<file path="src/hw/rtl/tsde_pkg.sv">
// ----------------------------------------------------------------------------
// Tab stop detab/entab package
// Shared constants for the tab expansion and compression block.
// ----------------------------------------------------------------------------
package tsde_pkg;

    localparam int MAX_STOPS_DEF  = 8;
    localparam int MAX_COLUMN_DEF = 255;

    localparam int CHAR_W    = 8;
    localparam int COL_W     = 8;
    localparam int CAND_W    = 9;
    localparam int CFG_IDX_W = 3;
    localparam int CFG_DAT_W = 64;

    localparam logic [CHAR_W-1:0] NL_CODE    = 8'd10;
    localparam logic [CHAR_W-1:0] SPACE_CODE = 8'd32;
    localparam logic [CHAR_W-1:0] TAB_RESET  = 8'd9;
    localparam logic [7:0]        IV_RESET   = 8'd8;

    localparam logic [7:0] LAST_SEARCH_K = 8'd254;
    localparam logic [7:0] MAX_K         = 8'd255;
    localparam logic [7:0] PEND_MAX      = 8'd255;

    localparam logic [CFG_IDX_W-1:0] REG_MODE         = 3'd0;
    localparam logic [CFG_IDX_W-1:0] REG_TAB_INTERVAL = 3'd1;
    localparam logic [CFG_IDX_W-1:0] REG_STOP_COUNT   = 3'd2;
    localparam logic [CFG_IDX_W-1:0] REG_STOP_COLUMNS = 3'd3;
    localparam logic [CFG_IDX_W-1:0] REG_TAB_CHAR     = 3'd4;

endpackage

</file>
<file path="src/hw/rtl/tab_stop_detab_entab.sv">
// ----------------------------------------------------------------------------
// Tab stop detab/entab
// Expands tabs into spaces or compresses space runs into tabs on a
// character stream, tracking the output column against programmable stops.
// ----------------------------------------------------------------------------
// A character that is neither a tab nor a space in compress mode is accepted
// and then goes to the finish state, which hands its words to the output
// buffer. A tab, or a space in compress mode, runs a sequencer between accept
// and finish: it scans the stops in use for the furthest explicit stop, runs a
// bit-serial remainder to place the repeating stops when the first candidate
// lies at or past that stop, then tests candidate columns one after another
// until a stop is found or the search limit is reached (for a space, only the
// first candidate). The input is not ready while a character is being worked
// on. Up to two result words are buffered, so the next character is taken
// while earlier words still drain. When it has words to load, its finish
// state is held until the buffer is empty, so a stalled output stalls the
// input as well.
// ----------------------------------------------------------------------------
module tab_stop_detab_entab #(
    parameter int MAX_STOPS  = tsde_pkg::MAX_STOPS_DEF,
    parameter int MAX_COLUMN = tsde_pkg::MAX_COLUMN_DEF
) (
    input  logic                                aclk,
    input  logic                                aresetn,
    input  logic                                s_tvalid,
    output logic                                s_tready,
    input  logic [7:0]                          s_tdata,   // ch
    input  logic                                s_tlast,   // end_of_line
    output logic                                m_tvalid,
    input  logic                                m_tready,
    output logic [15:0]                         m_tdata,   // out_char, repeat_res
    output logic                                m_tlast,   // last
    input  logic                                cfg_valid,
    output logic                                cfg_ready,
    input  logic [tsde_pkg::CFG_IDX_W-1:0]      cfg_index,
    input  logic [tsde_pkg::CFG_DAT_W-1:0]      cfg_data
);

    typedef enum logic [2:0] {
        ST_IDLE,
        ST_FAR,
        ST_DIV,
        ST_SEARCH,
        ST_FINISH
    } state_t;

    typedef struct packed {
        logic [7:0] out_char;
        logic [7:0] repeat_res;
        logic       last;
    } res_t;

    state_t                          state_reg;
    logic                            mode_reg;
    logic [7:0]                      interval_reg;
    logic [3:0]                      stop_count_reg;
    logic [tsde_pkg::CFG_DAT_W-1:0]  stop_columns_reg;
    logic [7:0]                      tab_char_reg;
    logic [tsde_pkg::COL_W-1:0]      column_reg;
    logic [7:0]                      pending_reg;

    logic [7:0]                      ch_reg;
    logic                            eol_reg;
    logic                            sp_reg;
    logic                            at_stop_reg;
    logic [tsde_pkg::CFG_DAT_W-1:0]  sh_reg;
    logic [3:0]                      cnt_reg;
    logic [7:0]                      far_reg;
    logic [tsde_pkg::CAND_W-1:0]     col_reg;
    logic [tsde_pkg::CAND_W-1:0]     dvd_reg;
    logic [7:0]                      phase_reg;
    logic [7:0]                      k_reg;

    res_t                            e0_reg;
    res_t                            e1_reg;
    logic [1:0]                      buf_cnt_reg;

    logic [3:0]                      n_eff;
    logic [7:0]                      iv;
    logic [MAX_STOPS-1:0]            hit_vec;
    logic                            stop_now;
    logic                            in_nl;
    logic                            in_tab;
    logic                            in_sp;
    logic [tsde_pkg::CAND_W-1:0]     div_trial;
    logic [8:0]                      phase_inc;
    logic [tsde_pkg::CAND_W-1:0]     col_start;

    logic                            f_nl;
    logic                            f_tab;
    logic                            f_sp;
    logic                            has_main;
    logic                            do_flush;
    logic [7:0]                      main_char;
    logic [7:0]                      main_rep;
    logic [7:0]                      p_inc;
    logic [8:0]                      col_sum;
    logic [tsde_pkg::COL_W-1:0]      fin_col;
    logic [7:0]                      fin_pend;
    logic [1:0]                      fin_cnt;
    res_t                            fin_r0;
    res_t                            fin_r1;

    assign s_tready  = (state_reg == ST_IDLE);
    assign cfg_ready = 1'b1;
    assign m_tvalid  = (buf_cnt_reg != 2'd0);
    assign m_tdata   = {e0_reg.repeat_res, e0_reg.out_char};
    assign m_tlast   = e0_reg.last;

    assign n_eff = (stop_count_reg > 4'(MAX_STOPS)) ? 4'(MAX_STOPS) : stop_count_reg;
    assign iv    = (interval_reg == 8'd0) ? 8'd1 : interval_reg;

    for (genvar g = 0; g < MAX_STOPS; g++) begin : g_hit
        assign hit_vec[g] = (4'(g) < n_eff)
            && ({1'b0, stop_columns_reg[8*g +: 8]} == col_reg);
    end

    assign stop_now = (col_reg > 9'd1)
        && ((|hit_vec) || ((col_reg >= {1'b0, far_reg}) && (phase_reg == 8'd0)));

    assign in_nl  = (s_tdata == tsde_pkg::NL_CODE);
    assign in_tab = !in_nl && (s_tdata == tab_char_reg);
    assign in_sp  = !in_nl && !in_tab && (s_tdata == tsde_pkg::SPACE_CODE) && mode_reg;

    assign col_start = {1'b0, column_reg} + 9'd2;
    assign div_trial = {phase_reg, dvd_reg[tsde_pkg::CAND_W-1]};
    assign phase_inc = {1'b0, phase_reg} + 9'd1;

    assign f_nl  = (ch_reg == tsde_pkg::NL_CODE);
    assign f_tab = !f_nl && (ch_reg == tab_char_reg);
    assign f_sp  = !f_nl && !f_tab && (ch_reg == tsde_pkg::SPACE_CODE) && mode_reg;
    assign p_inc = (pending_reg == tsde_pkg::PEND_MAX) ? pending_reg : pending_reg + 8'd1;

    always_comb begin
        has_main  = 1'b1;
        do_flush  = 1'b1;
        main_char = ch_reg;
        main_rep  = 8'd1;
        fin_pend  = 8'd0;
        col_sum   = {1'b0, column_reg} + 9'd1;
        if (f_nl) begin
            main_char = tsde_pkg::NL_CODE;
            col_sum   = 9'd0;
        end else if (f_tab) begin
            col_sum = {1'b0, column_reg} + {1'b0, k_reg};
            if (!mode_reg) begin
                main_char = tsde_pkg::SPACE_CODE;
                main_rep  = k_reg;
            end else begin
                do_flush  = 1'b0;
                main_char = tab_char_reg;
            end
        end else if (f_sp) begin
            do_flush = 1'b0;
            if (at_stop_reg) begin
                main_char = tab_char_reg;
            end else if (eol_reg) begin
                main_char = tsde_pkg::SPACE_CODE;
                main_rep  = p_inc;
            end else begin
                has_main = 1'b0;
                fin_pend = p_inc;
            end
        end
        if (eol_reg) begin
            fin_col = '0;
        end else if (col_sum > 9'(MAX_COLUMN)) begin
            fin_col = tsde_pkg::COL_W'(MAX_COLUMN);
        end else begin
            fin_col = col_sum[tsde_pkg::COL_W-1:0];
        end
        fin_r1 = '{out_char: main_char, repeat_res: main_rep, last: 1'b1};
        if (do_flush && (pending_reg != 8'd0)) begin
            fin_r0  = '{out_char: tsde_pkg::SPACE_CODE, repeat_res: pending_reg,
                        last: !has_main};
            fin_cnt = has_main ? 2'd2 : 2'd1;
        end else begin
            fin_r0  = fin_r1;
            fin_cnt = has_main ? 2'd1 : 2'd0;
        end
    end

    always_ff @(posedge aclk) begin
        if (!aresetn) begin
            state_reg        <= ST_IDLE;
            mode_reg         <= 1'b0;
            interval_reg     <= tsde_pkg::IV_RESET;
            stop_count_reg   <= 4'd0;
            stop_columns_reg <= '0;
            tab_char_reg     <= tsde_pkg::TAB_RESET;
            column_reg       <= '0;
            pending_reg      <= 8'd0;
            buf_cnt_reg      <= 2'd0;
        end else begin
            if (cfg_valid && cfg_ready) begin
                case (cfg_index)
                    tsde_pkg::REG_MODE:         mode_reg         <= cfg_data[0];
                    tsde_pkg::REG_TAB_INTERVAL: interval_reg     <= cfg_data[7:0];
                    tsde_pkg::REG_STOP_COUNT:   stop_count_reg   <= cfg_data[3:0];
                    tsde_pkg::REG_STOP_COLUMNS: stop_columns_reg <= cfg_data;
                    tsde_pkg::REG_TAB_CHAR:     tab_char_reg     <= cfg_data[7:0];
                    default: ;
                endcase
            end

            if (m_tvalid && m_tready) begin
                e0_reg      <= e1_reg;
                buf_cnt_reg <= buf_cnt_reg - 2'd1;
            end

            case (state_reg)
                ST_IDLE: begin
                    if (s_tvalid) begin
                        ch_reg    <= s_tdata;
                        eol_reg   <= s_tlast;
                        sp_reg    <= in_sp;
                        sh_reg    <= stop_columns_reg;
                        cnt_reg   <= 4'd0;
                        far_reg   <= 8'd1;
                        col_reg   <= col_start;
                        k_reg     <= 8'd1;
                        phase_reg <= 8'd0;
                        state_reg <= (in_tab || in_sp) ? ST_FAR : ST_FINISH;
                    end
                end
                ST_FAR: begin
                    if (cnt_reg == n_eff) begin
                        dvd_reg <= col_reg - {1'b0, far_reg};
                        cnt_reg <= 4'd0;
                        state_reg <= (col_reg >= {1'b0, far_reg}) ? ST_DIV : ST_SEARCH;
                    end else begin
                        if (sh_reg[7:0] > far_reg) begin
                            far_reg <= sh_reg[7:0];
                        end
                        sh_reg  <= sh_reg >> 8;
                        cnt_reg <= cnt_reg + 4'd1;
                    end
                end
                ST_DIV: begin
                    if (div_trial >= {1'b0, iv}) begin
                        phase_reg <= 8'(div_trial - {1'b0, iv});
                    end else begin
                        phase_reg <= div_trial[7:0];
                    end
                    dvd_reg <= dvd_reg << 1;
                    cnt_reg <= cnt_reg + 4'd1;
                    if (cnt_reg == 4'(tsde_pkg::CAND_W - 1)) begin
                        state_reg <= ST_SEARCH;
                    end
                end
                ST_SEARCH: begin
                    if (sp_reg || stop_now) begin
                        at_stop_reg <= stop_now;
                        state_reg   <= ST_FINISH;
                    end else if (k_reg == tsde_pkg::LAST_SEARCH_K) begin
                        k_reg     <= tsde_pkg::MAX_K;
                        state_reg <= ST_FINISH;
                    end else begin
                        k_reg   <= k_reg + 8'd1;
                        col_reg <= col_reg + 9'd1;
                        if (col_reg + 9'd1 == {1'b0, far_reg}) begin
                            phase_reg <= 8'd0;
                        end else if (phase_inc == {1'b0, iv}) begin
                            phase_reg <= 8'd0;
                        end else begin
                            phase_reg <= phase_inc[7:0];
                        end
                    end
                end
                ST_FINISH: begin
                    if ((fin_cnt == 2'd0) || (buf_cnt_reg == 2'd0)) begin
                        column_reg  <= fin_col;
                        pending_reg <= fin_pend;
                        if (fin_cnt != 2'd0) begin
                            e0_reg      <= fin_r0;
                            e1_reg      <= fin_r1;
                            buf_cnt_reg <= fin_cnt;
                        end
                        state_reg <= ST_IDLE;
                    end
                end
                default: state_reg <= ST_IDLE;
            endcase
        end
    end

    a_col_bound: assert property (@(posedge aclk) disable iff (!aresetn)
        column_reg <= tsde_pkg::COL_W'(MAX_COLUMN))
        else $error("column exceeds its saturation limit");

    a_buf_bound: assert property (@(posedge aclk) disable iff (!aresetn)
        buf_cnt_reg <= 2'd2)
        else $error("result buffer overfilled");

    a_finish_wait: assert property (@(posedge aclk) disable iff (!aresetn)
        (state_reg == ST_FINISH && fin_cnt != 2'd0 && buf_cnt_reg != 2'd0)
        |=> (state_reg == ST_FINISH))
        else $error("results loaded over a busy buffer");

    a_search_k: assert property (@(posedge aclk) disable iff (!aresetn)
        (state_reg == ST_SEARCH) |-> (k_reg != 8'd0 && k_reg <= tsde_pkg::LAST_SEARCH_K))
        else $error("tab search count out of range");

    a_accept_busy: assert property (@(posedge aclk) disable iff (!aresetn)
        (s_tvalid && s_tready) |=> (state_reg != ST_IDLE))
        else $error("accepted word did not start the sequencer");

endmodule

</file>
<file path="config.mk">
export PLATFORM = sky130hd
export DESIGN_NAME = tab_stop_detab_entab
export DESIGN_NICKNAME = d
export VERILOG_FILES = /design/src/hw/rtl/tsde_pkg.sv /design/src/hw/rtl/tab_stop_detab_entab.sv
export SDC_FILE = /design/constraint.sdc
export NUM_CORES = 1
export LEC_CHECK = 0
export ABC_AREA = 1
export BUFFER_PORTS_ARGS = -buffer_cell sky130_fd_sc_hd__buf_2
export CAP_MARGIN = 10
export CORE_MARGIN = 3
export CORE_UTILIZATION = 29
export CTS_CLUSTER_DIAMETER = 40
export CTS_CLUSTER_SIZE = 14
export DETAILED_ROUTE_END_ITERATION = 6
export GPL_TIMING_DRIVEN = 0
export HOLD_SLACK_MARGIN = 0.15
export PLACE_DENSITY = 0.5
export SYNTH_ARGS = -nofsm -noshare
export SYNTH_HDL_FRONTEND = slang
export SYNTH_SLANG_ARGS = --single-unit
</file>
<file path="constraint.sdc">
create_clock -name aclk -period 6.5 [get_ports aclk]
set_input_delay 0.65 -clock aclk [delete_from_list [all_inputs] [get_ports aclk]]
set_output_delay 0.65 -clock aclk [all_outputs]
set_load 0.005 [all_outputs]
</file>
---- Yosys cells after proc, flatten, opt, wreduce, memory -nomap -nowiden ----
Index checks and enable logic that the tools add are counted.
operators by class
  order comparisons ....................... 14
  reductions and logical operators ........ 61
  muxes and demuxes ....................... 80
  equality and inequality tests ........... 37
  $add $sub $neg .......................... 11
operators by type and width
  operator             count
  $mux 8               32
  $mux 64              2
  $pmux 64 s2          1
  $mux 17              5
  $eq 8x9->1           8
  $mux 9               6
  $pmux 9 s2           2
  $pmux 8 s2           2
  $pmux 8 s3           1
  $mux 3               7
  $logic_and 1x1->1    20
  $reduce_and 5->1     4
  $add 8x1->9 const B  2
  $eq 9x8->1           2
  $ge 9x8->1           2
  $add 8x1->8 const B  2
  $eq 8x4->1 const B   2
  $eq 8x6->1 const B   2
  $eq 8x8->1           2
  $eq 8x8->1 const B   2
  $logic_not 8->1      2
  $lt 3x4->1 const A   4
  $ne 2x2->1 const B   8
  $pmux 3 s5           1
  34 further kinds     82
word-level totals
  bits of input ports ..................... 81
  output and inout bits ................... 20
  word-level logic and storage cells ...... 228
  register bits ........................... 260

---- Depth between registers and ports, before layout ----
  depth after elaboration ................. 16
  depth in mapped cells ................... 22

---- Worst setup path after synthesis ----
OpenSTA, ideal clock, no wires.
  kind .................................... register to register
  from .................................... register ch_reg[5]
  to ...................................... register e1_reg[10] (netlist name), enable pin
  slack ................................... 2873 ps
  setup time .............................. 388 ps
  stages on the path, launching flop included .. 19
  required time ........................... 6112 ps
  clock period less this slack ............ 3627 ps
  arrival time ............................ 3238 ps
  path through ............................ edfxtp_1 > xnor2_1 > nand2_1 > nor2_1 > nand3_2 > nor2_4 > inv_2 > nand2_2 > nand3_4 > nand2_4 > buf_8 > ha_1 > nor2_1 > nor2_1 > inv_1 > nor2_2 > inv_1 > clkbuf_1 > nor2_1
between the ends
  longest elaborated chain between the ends .. 15
RTL lines
  element                          line                                                      text
  from (decl)                      tab_stop_detab_entab.sv:62                                logic [7:0] ch_reg;
  from (signal assigned)           tab_stop_detab_entab.sv:214                               ch_reg <= s_tdata;
  $eq 8x4->1                       tab_stop_detab_entab.sv:129                               assign f_nl = (ch_reg == tsde_pkg::NL_CODE);
  $logic_not 1->1                  tab_stop_detab_entab.sv:130, tab_stop_detab_entab.sv:131
  $logic_and 1x1->1                tab_stop_detab_entab.sv:130                               assign f_tab = !f_nl && (ch_reg == tab_char_reg);
  $logic_not 1->1                  tab_stop_detab_entab.sv:131                               assign f_sp = !f_nl && !f_tab && (ch_reg == tsde_pkg::SPACE_CODE) && mode_reg;
  $logic_and 1x1->1 (3 in series)  tab_stop_detab_entab.sv:131
  $mux 1                           tab_stop_detab_entab.sv:153                               end else if (f_sp) begin
  $mux 1                           tab_stop_detab_entab.sv:144                               end else if (f_tab) begin
  $mux 1                           tab_stop_detab_entab.sv:141                               if (f_nl) begin
  $mux 1 (tied with other cells)   tab_stop_detab_entab.sv:179                               fin_cnt = has_main ? 2'd1 : 2'd0;
  $mux 2 *                         tab_stop_detab_entab.sv:173                               if (do_flush && (pending_reg != 8'd0)) begin
  $logic_not 2->1                  tab_stop_detab_entab.sv:271                               if ((fin_cnt == 2'd0) || (buf_cnt_reg == 2'd0)) begin
  $logic_or 1x1->1                 tab_stop_detab_entab.sv:271
  $reduce_and 4->1 (no line) *     -
  to (signal assigned)             tab_stop_detab_entab.sv:276                               e1_reg <= fin_r1;
  to (decl)                        tab_stop_detab_entab.sv:75                                res_t e1_reg;
Every way passes the cells marked *; elsewhere a longest branch is shown, timed or not.
A chain may end at the register's enable or synchronous reset.

---- Worst setup path after layout ----
  from .................................... register ch_reg[5]
  to ...................................... register e1_reg[14] (netlist name), enable pin
The elaborated chain is that of the path after synthesis.

==> impl_metrics.env <==
export IMPL_die_w_um=228
export IMPL_clkTransAtPathRegs_ns=0.06
export IMPL_cp_arrival_ns=4.58
export IMPL_syn_nets=1907
export IMPL_clock_fmax_ghz=0.226
export IMPL_seq_area_frac_synth_pct=47.2
export IMPL_status="finished, final reports clean"
export IMPL_start_util_pct=29.6
export IMPL_coreArea_um2=48200
export IMPL_port_buffers=99
export IMPL_drive_gt1_share_pct=12.4
export IMPL_nFillCells=5137
export IMPL_cellPowerDensity_nw_per_um2=375
export IMPL_hold_viol_final=0
export IMPL_cts_hold_buf=0
export IMPL_drv_slew=0
export IMPL_timing_final_crit_share_pct=68.1
export IMPL_clock_path_buffers=3
export IMPL_final_core_util_pct=35.4
export IMPL_final_common_cell="nand2_1"
export IMPL_wl_um=44200
export IMPL_cp_end_kind="flip-flop"
export IMPL_fp_dieArea_um2=52000
export IMPL_viasPerCell=4.82
export IMPL_p_leak_nw=6.90
export IMPL_row_count=80
export IMPL_ys_flop_type="edfxtp_1"
export IMPL_clk_latency_ns=0.54
export IMPL_num_nets_final=2053
export IMPL_post_cts_buffers=0
export IMPL_place_hpwl_um=33200
export IMPL_cts_repair_resized=0
export IMPL_cts_root_buf="clkbuf_16"
export IMPL_ant_nets=0
export IMPL_route_detailed_drc=0
export IMPL_placedInstanceArea_um2=15600
export IMPL_grt_pass1_wl_um=69200
export IMPL_r2r_start="ch_reg[5]"
export IMPL_htreeDepth=2
export IMPL_ios=101
export IMPL_ys_warn_count=0
export IMPL_cp_required_ns=6.65
export IMPL_maxCapViolations=0
export IMPL_async_reset_ff_share_pct=0
export IMPL_ys_ff_latch=260
export IMPL_rsz0062_at_grt="false"
export IMPL_grt_max_degree=65
export IMPL_tritoncts="built"
export IMPL_syn2layout_area_growth_pct=19.4
export IMPL_dieHeight_um=228
export IMPL_fin_area_um2=17100
export IMPL_mappedNetlistArea_um2=14300
export IMPL_first_iter_violations=1038
export IMPL_endpoint="e1_reg[14]"
export IMPL_mostFrequentLayoutCells="nand2_1, inv_1, o21ai_0"
export IMPL_postSynthCellCount=1776
export IMPL_synth_distinct_cells=55
export IMPL_drt_pre_antenna_iters=6
export IMPL_globalRouteOverflowTotal=0
export IMPL_place_congestion=0.864
export IMPL_synth_edff_count=154
export IMPL_path_max_fanout=16
export IMPL_avgSynthCellArea_um2=8.05
export IMPL_n_antenna_cell=0
export IMPL_irDropWorstVdd_mv=0.168
export IMPL_grtUsageTotal_pct=16.7
export IMPL_fin_skew_ns=0.0151
export IMPL_antenna_found_initial=0
export IMPL_r2r_end="e1_reg[14]"
export IMPL_crit_type="flip-flop to flip-flop"
export IMPL_hold_class="input pin to flip-flop"
export IMPL_slew_headroom_pct=34.3
export IMPL_cp_startpoint="ch_reg[5]"
export IMPL_ff2ff_path_depth=18
export IMPL_period_needed_ns=4.42
export IMPL_setup_viol=0
export IMPL_ff2ff_setup_slack_ns=2.08
export IMPL_routed_wire_length_per_instance_um=16.9
export IMPL_worst_pin_slew_ns=0.982
export IMPL_num_vias=12600
export IMPL_start_kind="flip-flop"
export IMPL_grt_pass1_vias=12200
export IMPL_fin_setup_tns_ns=0
export IMPL_cts_buffers=43
export IMPL_clock_sinks=260
[layer usage]
layer / GRT usage [%] / wire length, um / vias to the layer above
met1: 23.1 / 20900 / 5938
met3: 2.54 / 2200 / 67
met2: 26.8 / 20000 / 362
li1: - / - / 6229
met4: 4.95 / 1140 / 0
met5: 0 / 0 / -
[cells by family (layout without fill, tap and decap cells)]
logic type	count (synthesis)	in the layout	synth area share, %
compound gates	399	399	15.0
xor+xnor	72	72	4.41
fa+ha+maj	50	50	4.53
buf+inv	292	473	7.97
flops	260	260	47.2
mux	1	1	0.0700
other cells	1	1	0.0262
simple gates	701	701	20.8
[how the worst min path moves through the flow]
stage,from,endpoint,slack [ns],cells past startpoint
after floorplan,stop_columns_reg[24],stop_columns_reg[24],0.45,2
after global placement,stop_columns_reg[51],stop_columns_reg[51],0.47,2
after detailed placement,stop_columns_reg[48],stop_columns_reg[48],0.47,2
after CTS,s_tlast,eol_reg,0.29,1
after global routing,s_tlast,eol_reg,0.29,1
final,s_tlast,eol_reg,0.31,1
[critical path, cell delays in order (launching register included)]
cell and delay (ns):
edfxtp_1 0.49, xnor2_1 0.18, nand2_1 0.06, nor2_1 0.13
nand3_2 0.13, nor2_4 0.24, inv_2 0.11, nand2_2 0.10
nand3_4 0.13, nand2_4 0.13, buf_8 0.16, ha_1 0.24
nor2_1 0.07, nor2_1 0.11, inv_1 0.06, nor2_2 0.31
inv_1 0.24, clkbuf_1 0.34, nor2_2 0.78
[cell usage after synthesis, types with 6 or more instances]
cell	number	area share (%)
a21oi_1	147	5.1
nand4_1	34	1.5
o22ai_1	6	0.26
buf_2	11	0.38
xnor2_1	24	1.5
a31oi_1	6	0.26
dfxtp_1	106	15
inv_1	210	5.5
o21ai_0	198	6.9
ha_1	47	4.1
nand2_2	7	0.31
nand3_1	60	2.1
xor2_1	48	2.9
o211ai_1	6	0.31
nor3_1	17	0.60
nor2_1	162	4.3
edfxtp_1	154	32
clkbuf_1	48	1.3
nand2_1	391	10
nor4_1	7	0.31
o31ai_1	6	0.31
inv_2	10	0.26
[through the flow]
| step | hold WS, ns | instances | setup WS [ns] | total power, mW |
|---|---|---|---|---|
| floorplan | 0.451 | 1776 | 2.87 | 3.52 |
| CTS | 0.289 | 2612 | 2.04 | 6.45 |
| global placement | 0.469 | 2531 | 1.65 | 4.13 |
| global route | 0.292 | 2613 | 1.69 | 6.79 |
| finish | 0.314 | 2613 | 2.08 | 6.40 |
| detailed placement | 0.473 | 2532 | 2.07 | 4.15 |
[where the power goes]
group	internal [mW]	switching [mW]	total, mW
clock network	1.39	0.881	2.28
logic	0.575	1.19	1.77
registers	2.17	0.185	2.35
total	4.14	2.26	6.40
[final cells by class]
type                    instances  area [um^2]  share of cell area [%]
repair buffers                101          508                    2.98
flip-flops and latches        260         6750                    39.5
well taps                     656          821                    4.81
clock inverters                33          317                    1.85
multi-input cells            1224         6410                    37.6
inverters                     222          836                    4.90
plain buffers                  70          307                    1.80
clock buffers                  47         1120                    6.57
Power figures use the tool's default switching activity.
